--- src/sv/bdpc_pkg.sv ---
// Shared types and constants for the button debounce and press classifier.
// Holds the button count, field widths, register indexes and event codes.
// No dependencies; every other file of the block imports this package.
package bdpc_pkg;

  localparam int BUTTON_COUNT = 2;
  localparam int PIN_BITS     = 2;
  localparam int BTN_W        = (BUTTON_COUNT > 1) ? $clog2(BUTTON_COUNT) : 1;
  localparam int PIN_EXT_W    = 1 << BTN_W;
  localparam int CNT_W        = 8;
  localparam int CFG_IDX_W    = 8;

  localparam logic [CFG_IDX_W-1:0] REG_DEBOUNCE_LIMIT   = CFG_IDX_W'(0);
  localparam logic [CFG_IDX_W-1:0] REG_LONG_PRESS_LIMIT = CFG_IDX_W'(1);

  localparam logic [CNT_W-1:0] DEBOUNCE_LIMIT_RESET   = CNT_W'(3);
  localparam logic [CNT_W-1:0] LONG_PRESS_LIMIT_RESET = CNT_W'(150);

  localparam logic CMD_SCAN = 1'b0;
  localparam logic CMD_READ = 1'b1;

  localparam logic LEVEL_PRESSED  = 1'b0;
  localparam logic LEVEL_RELEASED = 1'b1;

  typedef enum logic [1:0] {
    EV_NONE  = 2'd0,
    EV_SHORT = 2'd1,
    EV_LONG  = 2'd2
  } ev_t;

  typedef struct packed {
    logic                cmd;
    logic [PIN_BITS-1:0] pin_levels;
    logic                read_button;
  } in_item_t;

  typedef struct packed {
    ev_t  event_code;
    logic result_button;
  } result_t;

endpackage

--- src/sv/bdpc_in_stage.sv ---
// Input register of the button classifier: holds one accepted item.
// Frees itself when the core moves the item on to the result register.
// Depends on bdpc_pkg for the item type.
module bdpc_in_stage (
  input  logic               clk,
  input  logic               rst,
  input  logic               in_valid,
  output logic               in_ready,
  input  bdpc_pkg::in_item_t in_item,
  input  logic               advance,
  output logic               held_valid,
  output bdpc_pkg::in_item_t held_item
);
  import bdpc_pkg::*;

  assign in_ready = !held_valid || advance;

  always_ff @(posedge clk) begin
    if (rst) begin
      held_valid <= 1'b0;
    end else if (in_ready) begin
      held_valid <= in_valid;
    end
    if (in_valid && in_ready) begin
      held_item <= in_item;
    end
  end

endmodule

--- src/sv/bdpc_core.sv ---
// Per-button debounce and press classification state with its update logic.
// Holds the configuration registers and does one scan or read per fire.
// Depends on bdpc_pkg for types, widths and codes.
module bdpc_core (
  input  logic                           clk,
  input  logic                           rst,
  input  logic                           cfg_we,
  input  logic [bdpc_pkg::CFG_IDX_W-1:0] cfg_index,
  input  logic [bdpc_pkg::CNT_W-1:0]     cfg_data,
  input  logic                           fire,
  input  bdpc_pkg::in_item_t             item,
  output bdpc_pkg::result_t              result
);
  import bdpc_pkg::*;

  logic [CNT_W-1:0] debounce_limit;
  logic [CNT_W-1:0] long_press_limit;
  logic [BTN_W-1:0] scan_pointer;
  logic [CNT_W-1:0] debounce_counter [BUTTON_COUNT];
  logic [CNT_W-1:0] hold_counter     [BUTTON_COUNT];
  ev_t              pending_event    [BUTTON_COUNT];
  logic             accepted_level   [BUTTON_COUNT];

  logic [PIN_EXT_W-1:0] pin_ext;
  logic [BTN_W-1:0] pointer_next;
  logic [BTN_W-1:0] rb_idx;
  logic             rb_ok;
  logic             level;
  logic [CNT_W-1:0] dc_cur;
  logic [CNT_W-1:0] dc_inc;
  logic [CNT_W-1:0] hold_cur;
  logic [CNT_W-1:0] hold_inc;
  logic             acc_cur;
  logic [CNT_W-1:0] dc_next;
  logic [CNT_W-1:0] hold_next;
  logic             acc_next;
  logic             ev_we;
  ev_t              ev_val;

  // Buttons beyond the pin field read as released.
  assign pin_ext = PIN_EXT_W'({{PIN_EXT_W{LEVEL_RELEASED}}, item.pin_levels});
  assign level   = pin_ext[scan_pointer];

  assign pointer_next = (32'(scan_pointer) == BUTTON_COUNT - 1) ? '0
                                                                : scan_pointer + 1'b1;
  assign rb_idx   = BTN_W'(item.read_button);
  assign rb_ok    = 32'(item.read_button) < BUTTON_COUNT;

  assign dc_cur   = debounce_counter[scan_pointer];
  assign hold_cur = hold_counter[scan_pointer];
  assign acc_cur  = accepted_level[scan_pointer];
  assign dc_inc   = dc_cur + 1'b1;
  assign hold_inc = hold_cur + 1'b1;

  always_comb begin
    dc_next   = dc_cur;
    hold_next = hold_cur;
    acc_next  = acc_cur;
    ev_we     = 1'b0;
    ev_val    = EV_NONE;
    if (level == acc_cur) begin
      dc_next = '0;
      if (level == LEVEL_PRESSED && hold_cur < long_press_limit) begin
        hold_next = hold_inc;
        if (hold_inc == long_press_limit) begin
          ev_we  = 1'b1;
          ev_val = EV_LONG;
        end
      end
    end else if (dc_inc == debounce_limit) begin
      // New level accepted; a release before the long count is a short press.
      acc_next  = level;
      dc_next   = '0;
      hold_next = '0;
      if (level == LEVEL_RELEASED && hold_cur < long_press_limit) begin
        ev_we  = 1'b1;
        ev_val = EV_SHORT;
      end
    end else begin
      dc_next = dc_inc;
    end
  end

  always_comb begin
    if (item.cmd == CMD_SCAN) begin
      result.event_code    = EV_NONE;
      result.result_button = scan_pointer[0];
    end else begin
      result.event_code    = rb_ok ? pending_event[rb_idx] : EV_NONE;
      result.result_button = item.read_button;
    end
  end

  always_ff @(posedge clk) begin
    if (rst) begin
      debounce_limit   <= DEBOUNCE_LIMIT_RESET;
      long_press_limit <= LONG_PRESS_LIMIT_RESET;
      scan_pointer     <= '0;
      for (int i = 0; i < BUTTON_COUNT; i++) begin
        debounce_counter[i] <= '0;
        hold_counter[i]     <= '0;
        pending_event[i]    <= EV_NONE;
        accepted_level[i]   <= LEVEL_RELEASED;
      end
    end else begin
      if (cfg_we) begin
        if (cfg_index == REG_DEBOUNCE_LIMIT) begin
          debounce_limit <= cfg_data;
        end else if (cfg_index == REG_LONG_PRESS_LIMIT) begin
          long_press_limit <= cfg_data;
        end
      end
      if (fire) begin
        if (item.cmd == CMD_SCAN) begin
          debounce_counter[scan_pointer] <= dc_next;
          hold_counter[scan_pointer]     <= hold_next;
          accepted_level[scan_pointer]   <= acc_next;
          if (ev_we) begin
            pending_event[scan_pointer] <= ev_val;
          end
          scan_pointer <= pointer_next;
        end else if (rb_ok) begin
          pending_event[rb_idx] <= EV_NONE;
        end
      end
    end
  end

endmodule

--- src/sv/button_debounce_press_classifier.sv ---
// Debounces active-low buttons and classifies presses as short or long. Each transfer on the
// input stream is either a scan tick, which updates the next button in round-robin order and
// returns a result with no event, or a read, which returns and clears one button's pending
// event. Exactly one result transfer follows each input transfer, in order. The block takes
// one item per clock cycle while no result waits on m_tready, a rate set by the
// read-modify-write of the addressed button's counters. Each item passes the input register
// and then the result register before its result is presented. When a result waits on
// m_tready and the input register is also full, s_tready drops until the result is taken.
// Configuration writes (debounce_limit at index 0, long_press_limit at index 1) are always
// accepted and must be made while no item is in flight.
// Depends on bdpc_pkg, bdpc_in_stage and bdpc_core.
module button_debounce_press_classifier (
  input  logic                           clk,
  input  logic                           rst,
  input  logic                           s_tvalid,
  output logic                           s_tready,
  input  logic [7:0]                     s_tdata,   // [1:0] pin_levels, [2] read_button
  input  logic                           s_tuser,   // [0] cmd
  output logic                           m_tvalid,
  input  logic                           m_tready,
  output logic [7:0]                     m_tdata,   // [1:0] event_code, [2] result_button
  input  logic                           cfg_valid,
  output logic                           cfg_ready,
  input  logic [bdpc_pkg::CFG_IDX_W-1:0] cfg_index,
  input  logic [bdpc_pkg::CNT_W-1:0]     cfg_data
);
  import bdpc_pkg::*;

  in_item_t s_item;
  in_item_t held_item;
  logic     held_valid;
  logic     advance;
  result_t  core_result;

  assign s_item.cmd         = s_tuser;
  assign s_item.pin_levels  = s_tdata[PIN_BITS-1:0];
  assign s_item.read_button = s_tdata[PIN_BITS];

  assign cfg_ready = 1'b1;

  // The held item moves on whenever the result register is free or being drained.
  assign advance = held_valid && (!m_tvalid || m_tready);

  bdpc_in_stage u_in_stage (
    .clk        (clk),
    .rst        (rst),
    .in_valid   (s_tvalid),
    .in_ready   (s_tready),
    .in_item    (s_item),
    .advance    (advance),
    .held_valid (held_valid),
    .held_item  (held_item)
  );

  bdpc_core u_core (
    .clk       (clk),
    .rst       (rst),
    .cfg_we    (cfg_valid && cfg_ready),
    .cfg_index (cfg_index),
    .cfg_data  (cfg_data),
    .fire      (advance),
    .item      (held_item),
    .result    (core_result)
  );

  always_ff @(posedge clk) begin
    if (rst) begin
      m_tvalid <= 1'b0;
    end else if (advance) begin
      m_tvalid <= 1'b1;
    end else if (m_tready) begin
      m_tvalid <= 1'b0;
    end
    if (advance) begin
      m_tdata <= {5'd0, core_result.result_button, core_result.event_code};
    end
  end

  a_out_after_advance: assert property (@(posedge clk) disable iff (rst)
    advance |=> m_tvalid)
    else $error("result register not loaded after item advanced");

  a_stall_means_held: assert property (@(posedge clk) disable iff (rst)
    !s_tready |-> (held_valid && m_tvalid && !m_tready))
    else $error("input stalled without a blocked result");

  a_event_code_legal: assert property (@(posedge clk) disable iff (rst)
    m_tvalid |-> (m_tdata[1:0] != 2'd3))
    else $error("illegal event code on output");

  a_scan_no_event: assert property (@(posedge clk) disable iff (rst)
    (advance && held_item.cmd == CMD_SCAN) |=> (m_tdata[1:0] == 2'd0))
    else $error("scan tick produced an event");

endmodule

--- config.mk ---
export PLATFORM = sky130hd
export DESIGN_NAME = button_debounce_press_classifier
export DESIGN_NICKNAME = d
export VERILOG_FILES = /design/src/sv/bdpc_pkg.sv /design/src/sv/bdpc_in_stage.sv /design/src/sv/bdpc_core.sv /design/src/sv/button_debounce_press_classifier.sv
export SDC_FILE = /design/constraint.sdc
export NUM_CORES = 1
export LEC_CHECK = 0
export ABC_CLOCK_PERIOD_IN_PS = 3300
export CAP_MARGIN = 20
export CORE_MARGIN = 2
export CORE_UTILIZATION = 35
export CTS_CLUSTER_DIAMETER = 150
export DETAILED_ROUTE_END_ITERATION = 8
export DONT_BUFFER_PORTS = 1
export PLACE_DENSITY = 0.53
export SLEW_MARGIN = 20
export SYNTH_ARGS = -nofsm -noshare
export SYNTH_HDL_FRONTEND = slang
export SYNTH_SLANG_ARGS = --single-unit
--- constraint.sdc ---
create_clock -name clk -period 3.3 [get_ports clk]
set_input_delay 0.825 -clock clk [delete_from_list [all_inputs] [get_ports clk]]
set_output_delay 0.825 -clock clk [all_outputs]
set_load 0.1 [all_outputs]
==> metrics.txt, run 1 <==
Synth Area in Adders=0.0345; Flop pwr share=0.502; die area=11200 µm²; Core Footprint=10200 µm²; CTS Sinks=65; post-CTS setup buffers=0; CP peak stage delay=approximately 0.41 ns; Synth async-reset ratio=0; Post-Syn Instances=346; VDD IR-drop max=approximately 0.17 mV; Final Cycle Share=0.906; #FFs+latches synth=65; Critical Path, Cell by Cell=buf_12 > mux2_2 > ha_1 > xor2_1 > xnor2_1 > and4b_1 > nand3_1 > o21ai_0 > buf_4 > nor2_1; post-synthesis xor/xnor area fraction=0.0932; post-synthesis sequential area ratio=0.478; starting density of the core=0.356; Crit Path Category=reg -> reg; H-tree levels=3; most frequent cells in the layout=nor2_1 (56), edfxtp_1 (43), mux2i_1 (26), xnor2_1 (25), inv_1 (23); Bufs and invs on worst path=2; Hold Path Class=reg -> reg; synthesized area per cell=between 10 and 15 µm²; Area Overhead vs Synth=11.1%; CTS buffer count=9; ANT cells=0; port buffer count=0; DR WL/cell=around 16 µm; Routability Congestion=around 0.80; antenna violations before repair=0; Clock transition at path regs=~0.07 ns; worst path required time=~3.4 ns; CP startpoint kind=register; vias in the first global route=around 2.5k; unrepaired setup endpoints after global routing=false; post-route ant nets=0; YS warnings=0; critical path peak fanout=34; Layout Cells excl Fill=around 500; outcome=finished, final reports clean; Rows=37; largest family of logic cells by synthesized area=simple AND/OR/NAND/NOR gates; CTS tree=yes; Internal Power=about 1400 µW; Tmin final=around 3 ns; max_slew headroom=0.403; fin util=0.395; Comb pwr share=0.108; clk_lat worst skew=0.34 ns; arrival time worst endpoint=3.08 ns; Synth Area in Simple Gates=0.172; First-pass DRT Iterations=4; number of DRC markers in iteration 0=between 150 and 200; clock root cell=clkbuf_8; # IOs=41; measured slew at the worst slew-check pin=roughly 0.9 ns; first-pass GRT wire length=~13000 µm; Die Y=roughly 110 µm; pwr/cell area=457 nW/µm²; Post-synth EDFFs=43; CP max-delay cell=mux2_2; DRC errors left=0; Vias/cell=between 4 and 5; fraction of layout cells with a size suffix above 1=0.110; leakage=approximately 0.0016 µW; chip width=106 µm; commonest non-fill, non-tap cell in the layout=nor2_1; Max-Cap Viols=0; pin count of the biggest net entering global routing=35; Vias=2466; # placed instances=about 480; fmax=between 300 and 400 MHz; Max Slew Vio Count=0; synth unique cells=53; Clock Power Share=0.389; final WL=around 8000 µm; complex-gate fraction of the synthesized area=0.0690; setup_tns=0 ns; mux cell area share after synthesis=0.0942; deepest clock path buffer count=2; final setup fails=0; final hold violation count=0; Final nets=398; Largest delay share family, worst path=simple AND/OR/NAND/NOR gates; Worst Skew=between 0.01 and 0.015 ns; sw frac=0.256; HPWL Detailed=5880 µm; mapped cell area=roughly 3600 µm²; sw power=approximately 470 µW; ys flop type=edfxtp_1; Total GRT Usage=0.150; CP Capture Type=register; Congestion Overflow GR=0
state kept, by name (all words and copies together) (netlist names), 2 cells and up, named ones only:
name	cells
u_core.debounce_counter	16
u_core.hold_counter	16
u_core.debounce_limit	8
u_core.long_press_limit	8
u_core.pending_event	4
u_in_stage.held_item	4
m_tdata	3
u_core.accepted_level	2
routing by layer:
layer | wire [µm] | global-route usage
met1 | 3600 | 0.199
met5 | 0 | 0
met3 | 426 | 0.0371
met2 | 3730 | 0.241
met4 | 81 | 0.0508
worst reg2reg max path: stages (launching register included):
cell and delay (ns):
dfxtp_1 0.36, buf_12 0.21, mux2_2 0.41, ha_1 0.25, xor2_1 0.32, xnor2_1 0.10
and4b_1 0.27, nand3_1 0.28, o21ai_0 0.32, buf_4 0.18, nor2_1 0.04
synth_stat cells (2+ instances only):
library cell / count / share of area
o21ai_0: 7 / 0.0097
clkbuf_1: 4 / 0.0041
nand3_1: 8 / 0.011
dfxtp_1: 22 / 0.12
nor4b_1: 2 / 0.0048
buf_2: 2 / 0.0028
a31oi_1: 4 / 0.0069
mux2i_1: 27 / 0.075
nor2_1: 56 / 0.058
edfxtp_1: 43 / 0.36
nor3_1: 7 / 0.0097
nand2_1: 8 / 0.0083
nor2b_1: 7 / 0.012
xnor2_1: 25 / 0.060
nand3b_1: 3 / 0.0062
nand2b_1: 4 / 0.0069
a21oi_1: 7 / 0.0097
nand4_1: 5 / 0.0086
o211ai_1: 2 / 0.0041
nor4_1: 4 / 0.0069
and4b_1: 2 / 0.0055
and2_1: 3 / 0.0052
buf_6: 3 / 0.0093
and3b_1: 2 / 0.0048
nand4b_1: 2 / 0.0048
inv_1: 23 / 0.024
conb_1: 2 / 0.0021
a211o_1: 6 / 0.014
or3_1: 3 / 0.0052
buf_4: 6 / 0.012
mux2_2: 5 / 0.016
a2bb2oi_1: 2 / 0.0048
xor2_1: 11 / 0.027
ha_1: 10 / 0.035
cell type report:
type	instances	area (µm²)
tap	136	170
clock buffer	13	201
fill	1037	6160
multi-input combinational	245	1700
clock inverter	3	16.3
timing repair buffer	14	118
sequential	65	1730
inverter	23	86.3
through the flow:
| step | total power [µW] | setup slack (ns) | cell area [µm²] | hold slack, ns |
|---|---|---|---|---|
| floorplan | 1110 | 0.281 | 3640 | 0.462 |
| global placement | 1140 | 0.280 | 3800 | 0.478 |
| detailed placement | 1140 | 0.272 | 3800 | 0.485 |
| CTS | 1860 | 0.238 | 4020 | 0.496 |
| global route | 1920 | 0.0322 | 4030 | 0.513 |
| finish | 1840 | 0.309 | 4030 | 0.496 |
power by group through the flow:
| stage | sequential, µW | combinational (µW) | clock, µW |
|---|---|---|---|
| 2_1_floorplan | 942 | 167 | 0 |
| 3_3_place_gp | 942 | 198 | 0 |
| 3_5_place_dp | 943 | 200 | 0 |
| 4_1_cts | 925 | 200 | 735 |
| 5_1_grt | 928 | 220 | 770 |
| 6_report | 925 | 200 | 716 |
logic make-up (layout without fill, tap and decap cells):
| group | count (synthesis) | in the layout |
|---|---|---|
| AOI/OAI and AO/OA | 37 | 37 |
| xor gates and xnor gates | 37 | 37 |
| adders and majority gates | 10 | 10 |
| buffers and inverters | 40 | 53 |
| DFF | 65 | 65 |
| muxes | 33 | 33 |
| other | 2 | 6 |
| and+or+nand+nor | 122 | 122 |
what timing repair did:
item                       4_1_cts  5_1_grt
hold buffers                     0        0
resized for setup                0        1
setup endpoints to repair        0        1
worst paths after layout:
check | from | end | slack [ns] | cells after the start
worst min-delay path | u_core.accepted_level[0] | u_core.accepted_level[0] | 0.50 | 1
worst min register to register | u_core.accepted_level[0] | u_core.accepted_level[0] | 0.50 | 1
worst max register to register | register | u_core.hold_counter[1][1] | 0.31 | 10
worst max-delay path | register | u_core.hold_counter[1][1] | 0.31 | 10
Power figures use the tool's default switching activity.
==> run 2: changes to the inputs <==
--- a/config.mk
+++ b/config.mk
@@ -12,2 +12,3 @@
 export CTS_CLUSTER_DIAMETER = 150
+export CTS_CLUSTER_SIZE = 30
 export DETAILED_ROUTE_END_ITERATION = 8
==> constraint.sdc (replaced) <==
create_clock -name clk -period 3.3 [get_ports clk]
set_input_delay 0.66 -clock clk [delete_from_list [all_inputs] [get_ports clk]]
set_output_delay 0.66 -clock clk [all_outputs]
set_load 0.1 [all_outputs]
==> run 2 against run 1 <==
Compared with the run above:
- clock skew down 0.00059 ns
- die area stayed put
- register-to-register slack worse by 0.04 ns
- sequential cell count did not move
- routed wire length down 2.7%
- worst hold slack worse by 0.11 ns
- via count decreased by 1.7%
- first-iteration DRC count shrank 39%
- combinational power down 3%
- maximum frequency shrank 1.2%
- global-route usage shrank 0.35 points
- critical endpoint is now u_core.pending_event[1][1]
- highest routed layer unchanged
==> metrics.txt, run 2 (synthesized netlist as in run 1, its figures left out) <==
outcome=finished, final reports clean; Area Overhead vs Synth=9.15%; CP Capture Type=register; CTS Hold Bufs=0; pwr/cell area=roughly 440 nW/µm²; final setup fails=0; Clock transition at path regs=0.07 ns; most frequent cells in the layout=nor2_1 (56), edfxtp_1 (43), mux2i_1 (26), xnor2_1 (25), inv_1 (23); clk_lat worst skew=around 0.34 ns; ANT cells=0; DP Area=3770 µm²; CTS tree=yes; Congestion Overflow GR=0; port buffer count=0; measured slew at the worst slew-check pin=around 0.92 ns; Hold Path Class=in -> reg; CP max-delay cell=nor4_1; Routability Congestion=0.790; leakage=0.00151 µW; CTS Sinks=65; Top Registers=u_core.debounce_counter x16, u_core.hold_counter x16; HPWL Detailed=5750 µm; setup_tns=0 ns; Die Y=between 100 and 150 µm; # IOs=just over 40; Total GRT Usage=0.147; final WL=roughly 7600 µm; max_slew headroom=0.386; number of DRC markers in iteration 0=96; Vias/cell=approximately 4.9; pre-CTS setup slack=0.228 ns; Design Area, Final=~4000 µm²; CP peak stage delay=~0.42 ns; DRC errors left=0; DR WL/cell=15.5 µm; fmax=around 330 MHz; vias in the first global route=about 2.4k; setup ws final=roughly 0.27 ns; clock root cell=clkbuf_8; CP startpoint kind=register; CTS resizes=0; Max Slew Vio Count=0; post-CTS setup buffers=0; Core Footprint=about 10000 µm²; unrepaired setup endpoints after global routing=false; Crit Path Category=reg -> reg; starting density of the core=0.356; critical path peak fanout=34; H-tree levels=3; final hold violation count=0; Final Cycle Share=0.917; VDD IR-drop max=between 0.15 and 0.2 mV; pin count of the biggest net entering global routing=35; worst path required time=3.34 ns; First-pass DRT Iterations=4; # placed instances=about 480; Worst Skew=0.0111 ns; first-pass GRT wire length=12600 µm; chip width=roughly 110 µm; commonest non-fill, non-tap cell in the layout=nor2_1; Rows=37; antenna violations before repair=0; Final nets=between 300 and 400; CTS buffer count=9; post-route ant nets=0; Critical Path, Cell by Cell=buf_12 > mux2i_1 > inv_1 > ha_1 > o21ai_1 > xnor2_1 > nor4_1 > nand4_1 > or2_1 > o211ai_1; deepest clock path buffer count=2; fraction of layout cells with a size suffix above 1=0.0922; Max-Cap Viols=0; Vias=between 2k and 2.5k; die area=around 11000 µm²; arrival time worst endpoint=around 3.1 ns; Layout Cells excl Fill=roughly 490; Tmin final=approximately 3 ns
==> run 2: changes by cell type in the layout (fill, tap and decap cells not counted) <==
cell and delta:
buf_4 -5, clkbuf_1 +2, clkbuf_16 -1, clkbuf_8 -1
clkinv_2 +1, inv_4 -1
==> run 2: layer usage <==
metal	vias to the layer above	part of all wire	global-route usage
li1	1226	-	-
met5	-	0	0
met2	38	0.46	0.229
met4	0	0.015	0.0517
met3	10	0.037	0.0322
met1	1151	0.49	0.201
==> run 2: cell type report <==
type	count	area [µm²]
clock buffers	13	170
clock inverters	3	15.0
fillers	1057	6230
inverters	23	86.3
multi-input cells	245	1700
flip-flops and latches	65	1730
well taps	136	170
repair buffers	9	80.1
==> run 2: final timing paths <==
check,endpoint,cells after the start,slack (ns),startpoint
setup / recovery,u_core.pending_event[1][1],10,0.27,register
hold / removal,u_core.scan_pointer,1,0.39,rst
setup reg to reg,u_core.pending_event[1][1],10,0.27,register
hold reg to reg,u_core.accepted_level[0],1,0.49,u_core.accepted_level[0]
==> run 2: power breakdown <==
group / leakage (µW) / switching, µW / internal [µW]
registers: 0.000621 / 29.6 / 895
clock network: 0.0000983 / 300 / 336
logic: 0.000791 / 127 / 67.0
==> run 2: through the flow <==
stage	hold slack, ns	utilization	total power, µW
2_1_floorplan	0.462	-	1110
3_3_place_gp	0.478	0.370	1130
3_5_place_dp	0.488	0.370	1140
4_1_cts	0.361	0.388	1770
5_1_grt	0.362	0.388	1830
6_report	0.385	0.388	1750
==> run 2: critical path, delay by kind of cell, from the launching register on <==
kind	cells	cell delay [ns]
AND/OR/NAND/NOR	3	0.84
AO/OA/AOI/OAI	2	0.46
flip-flops	1	0.35
buffers and inverters	2	0.35
multiplexers	1	0.31
adder cells (fa/ha/maj)	1	0.29
XOR/XNOR	1	0.12
==> run 3: changes to the inputs <==
PLACE_DENSITY = 0.6   (was 0.53)
REMOVE_ABC_BUFFERS = 1   (was default)
==> run 3 against run 2 <==
Compared with the run above:
- critical path depth fell by 1
- sequential power about the same
- via count is 1.2% higher
- setup slack worse by 0.091 ns
- maximum frequency is 2.9% lower
- clock power is 14% higher
- clock skew shrank 0.0034 ns
- sequential share of layout area is 0.40 points lower
- non-clock buffer count rose by 2
- register-to-register slack got worse by 0.09 ns
- design area increased by 0.92%
- critical path type unchanged
- critical endpoint is now u_core.debounce_counter[1][3]
- largest power group unchanged
- highest routed layer unchanged
==> metrics.txt, run 3 (synthesized netlist as in run 1, its figures left out) <==
clock root cell=clkbuf_8; Tmin final=between 3 and 4 ns; Critical Path, Cell by Cell=buf_12 > mux2_2 > ha_1 > xor2_1 > xnor2_1 > and4b_1 > and3_4 > or3_1 > nor2_1; commonest non-fill, non-tap cell in the layout=nor2_1; Storage cell area=roughly 1700 µm²; measured slew at the worst slew-check pin=between 0.9 and 1 ns; pwr/cell area=between 400 and 500 nW/µm²; Final nets=just under 400; CP peak stage delay=approximately 0.56 ns; fmax=between 300 and 400 MHz; Worst Setup EP=u_core.debounce_counter[1][3]; Congestion Overflow GR=0; Design Area, Final=3990 µm²; first-pass GRT wire length=between 10000 and 15000 µm; most frequent cells in the layout=nor2_1 (56), edfxtp_1 (43), mux2i_1 (27), xnor2_1 (25), inv_1 (23); number of DRC markers in iteration 0=roughly 170; CP Capture Type=register; port buffer count=0; DR WL/cell=15.0 µm; CTS Hold Bufs=0; final WL=~7400 µm; CTS Sinks=65; antenna violations before repair=0; Core Footprint=10200 µm²; Area Overhead vs Synth=10.1%; final setup fails=0; CTS resizes=0; DRC errors left=0; First-pass DRT Iterations=4; worst path required time=around 3.5 ns; HPWL Detailed=5600 µm; post-route ant nets=0; pin count of the biggest net entering global routing=35; Largest delay share family, worst path=simple AND/OR/NAND/NOR gates; WP depth=9; critical path peak fanout=34; Die Y=106 µm; deepest clock path buffer count=2; starting density of the core=0.356; fraction of layout cells with a size suffix above 1=0.0972; Tot Pwr=1850 µW; # fillers=roughly 1.0k; ANT cells=0; Total GRT Usage=0.143; final hold violation count=0; vias in the first global route=between 2k and 2.5k; die area=between 10000 and 15000 µm²; post-CTS setup buffers=0; CP startpoint kind=register; # IOs=41; Final Cycle Share=0.945; DP Area=approximately 3800 µm²; reg-to-reg slack, setup=between 0.15 and 0.2 ns; H-tree levels=3; unrepaired setup endpoints after global routing=false; CP max-delay cell=or3_1; multi-input logic area=~1700 µm²; Clock transition at path regs=about 0.070 ns; Vias/cell=between 4 and 5; CTS buffer count=9; outcome=finished, final reports clean; Max Slew Vio Count=0; Top Registers=u_core.debounce_counter x16, u_core.hold_counter x16; VDD IR-drop max=slightly below 0.3 mV; Worst Skew=~0.0077 ns; Worst R2R Path Depth=9; Layout Cells excl Fill=about 500; Crit Path Category=reg -> reg; max_slew headroom=0.383; clk_lat worst skew=between 0.3 and 0.4 ns; Vias=2453; reg2reg end=u_core.debounce_counter[1][3]; # placed instances=480; Max-Cap Viols=0; leakage=around 0.0015 µW; arrival time worst endpoint=~3.3 ns; chip width=around 110 µm; Rows=37; CTS tree=yes; Bufs and invs on worst path=1; Routability Congestion=approximately 0.8; Hold Path Class=in -> reg
-- run 3: cell count changes in the layout (fill, tap and decap cells not counted), sizes merged --
cell / change
clkinvlp: +1
buf: +2
clkbuf: -3
bufinv: +2
-- run 3: worst min-delay path by stage --
stage	startpoint	to	slack (ns)	depth (start not counted)
6_report	rst	register	0.38	1
5_1_grt	rst	register	0.36	1
3_5_place_dp	u_core.accepted_level[0]	u_core.accepted_level[0]	0.49	1
4_1_cts	rst	register	0.35	1
2_1_floorplan	u_core.debounce_limit[3]	u_core.debounce_limit[3]	0.46	2
3_3_place_gp	u_core.accepted_level[0]	u_core.accepted_level[0]	0.48	1
-- run 3: area by class of cell --
cell class,count,share of cell area
clock buffers,10,0.0320
clock inverters,6,0.0207
inverters,23,0.0216
multi-input cells,245,0.426
flip-flops and latches,65,0.434
well taps,136,0.0426
repair buffers,11,0.0238
-- run 3: stage by stage --
stage	setup slack (ns)	util	hold WS, ns	TNS (ns)
6_report	0.182	0.392	0.376	0
5_1_grt	0.0347	0.392	0.363	0
4_1_cts	0.221	0.392	0.354	0
3_5_place_dp	0.241	0.371	0.487	0
3_3_place_gp	0.310	0.371	0.479	0
2_1_floorplan	-0.107	-	0.462	-0.214
-- run 3: worst reg2reg max path, stage by stage (launching register included) --
cell and delay [ns]:
dfxtp_1 0.36, buf_12 0.22, mux2_2 0.43, ha_1 0.25
xor2_1 0.41, xnor2_1 0.16, and4b_1 0.23, and3_4 0.19
or3_1 0.56, nor2_1 0.16
-- run 3: report_power, final --
part / internal [µW] / leakage (µW) / switching, µW
Sequential: 896 / 0.000621 / 29.9
Clock: 421 / 0.000106 / 302
Combinational: 69.0 / 0.000798 / 130
Total: 1390 / 0.00152 / 461
-- run 3: metal layers --
metal | wire length [µm] | track usage
met1 | 3580 | 0.186
met2 | 3490 | 0.224
met3 | 249 | 0.0396
met4 | 125 | 0.0573
met5 | 0 | 0
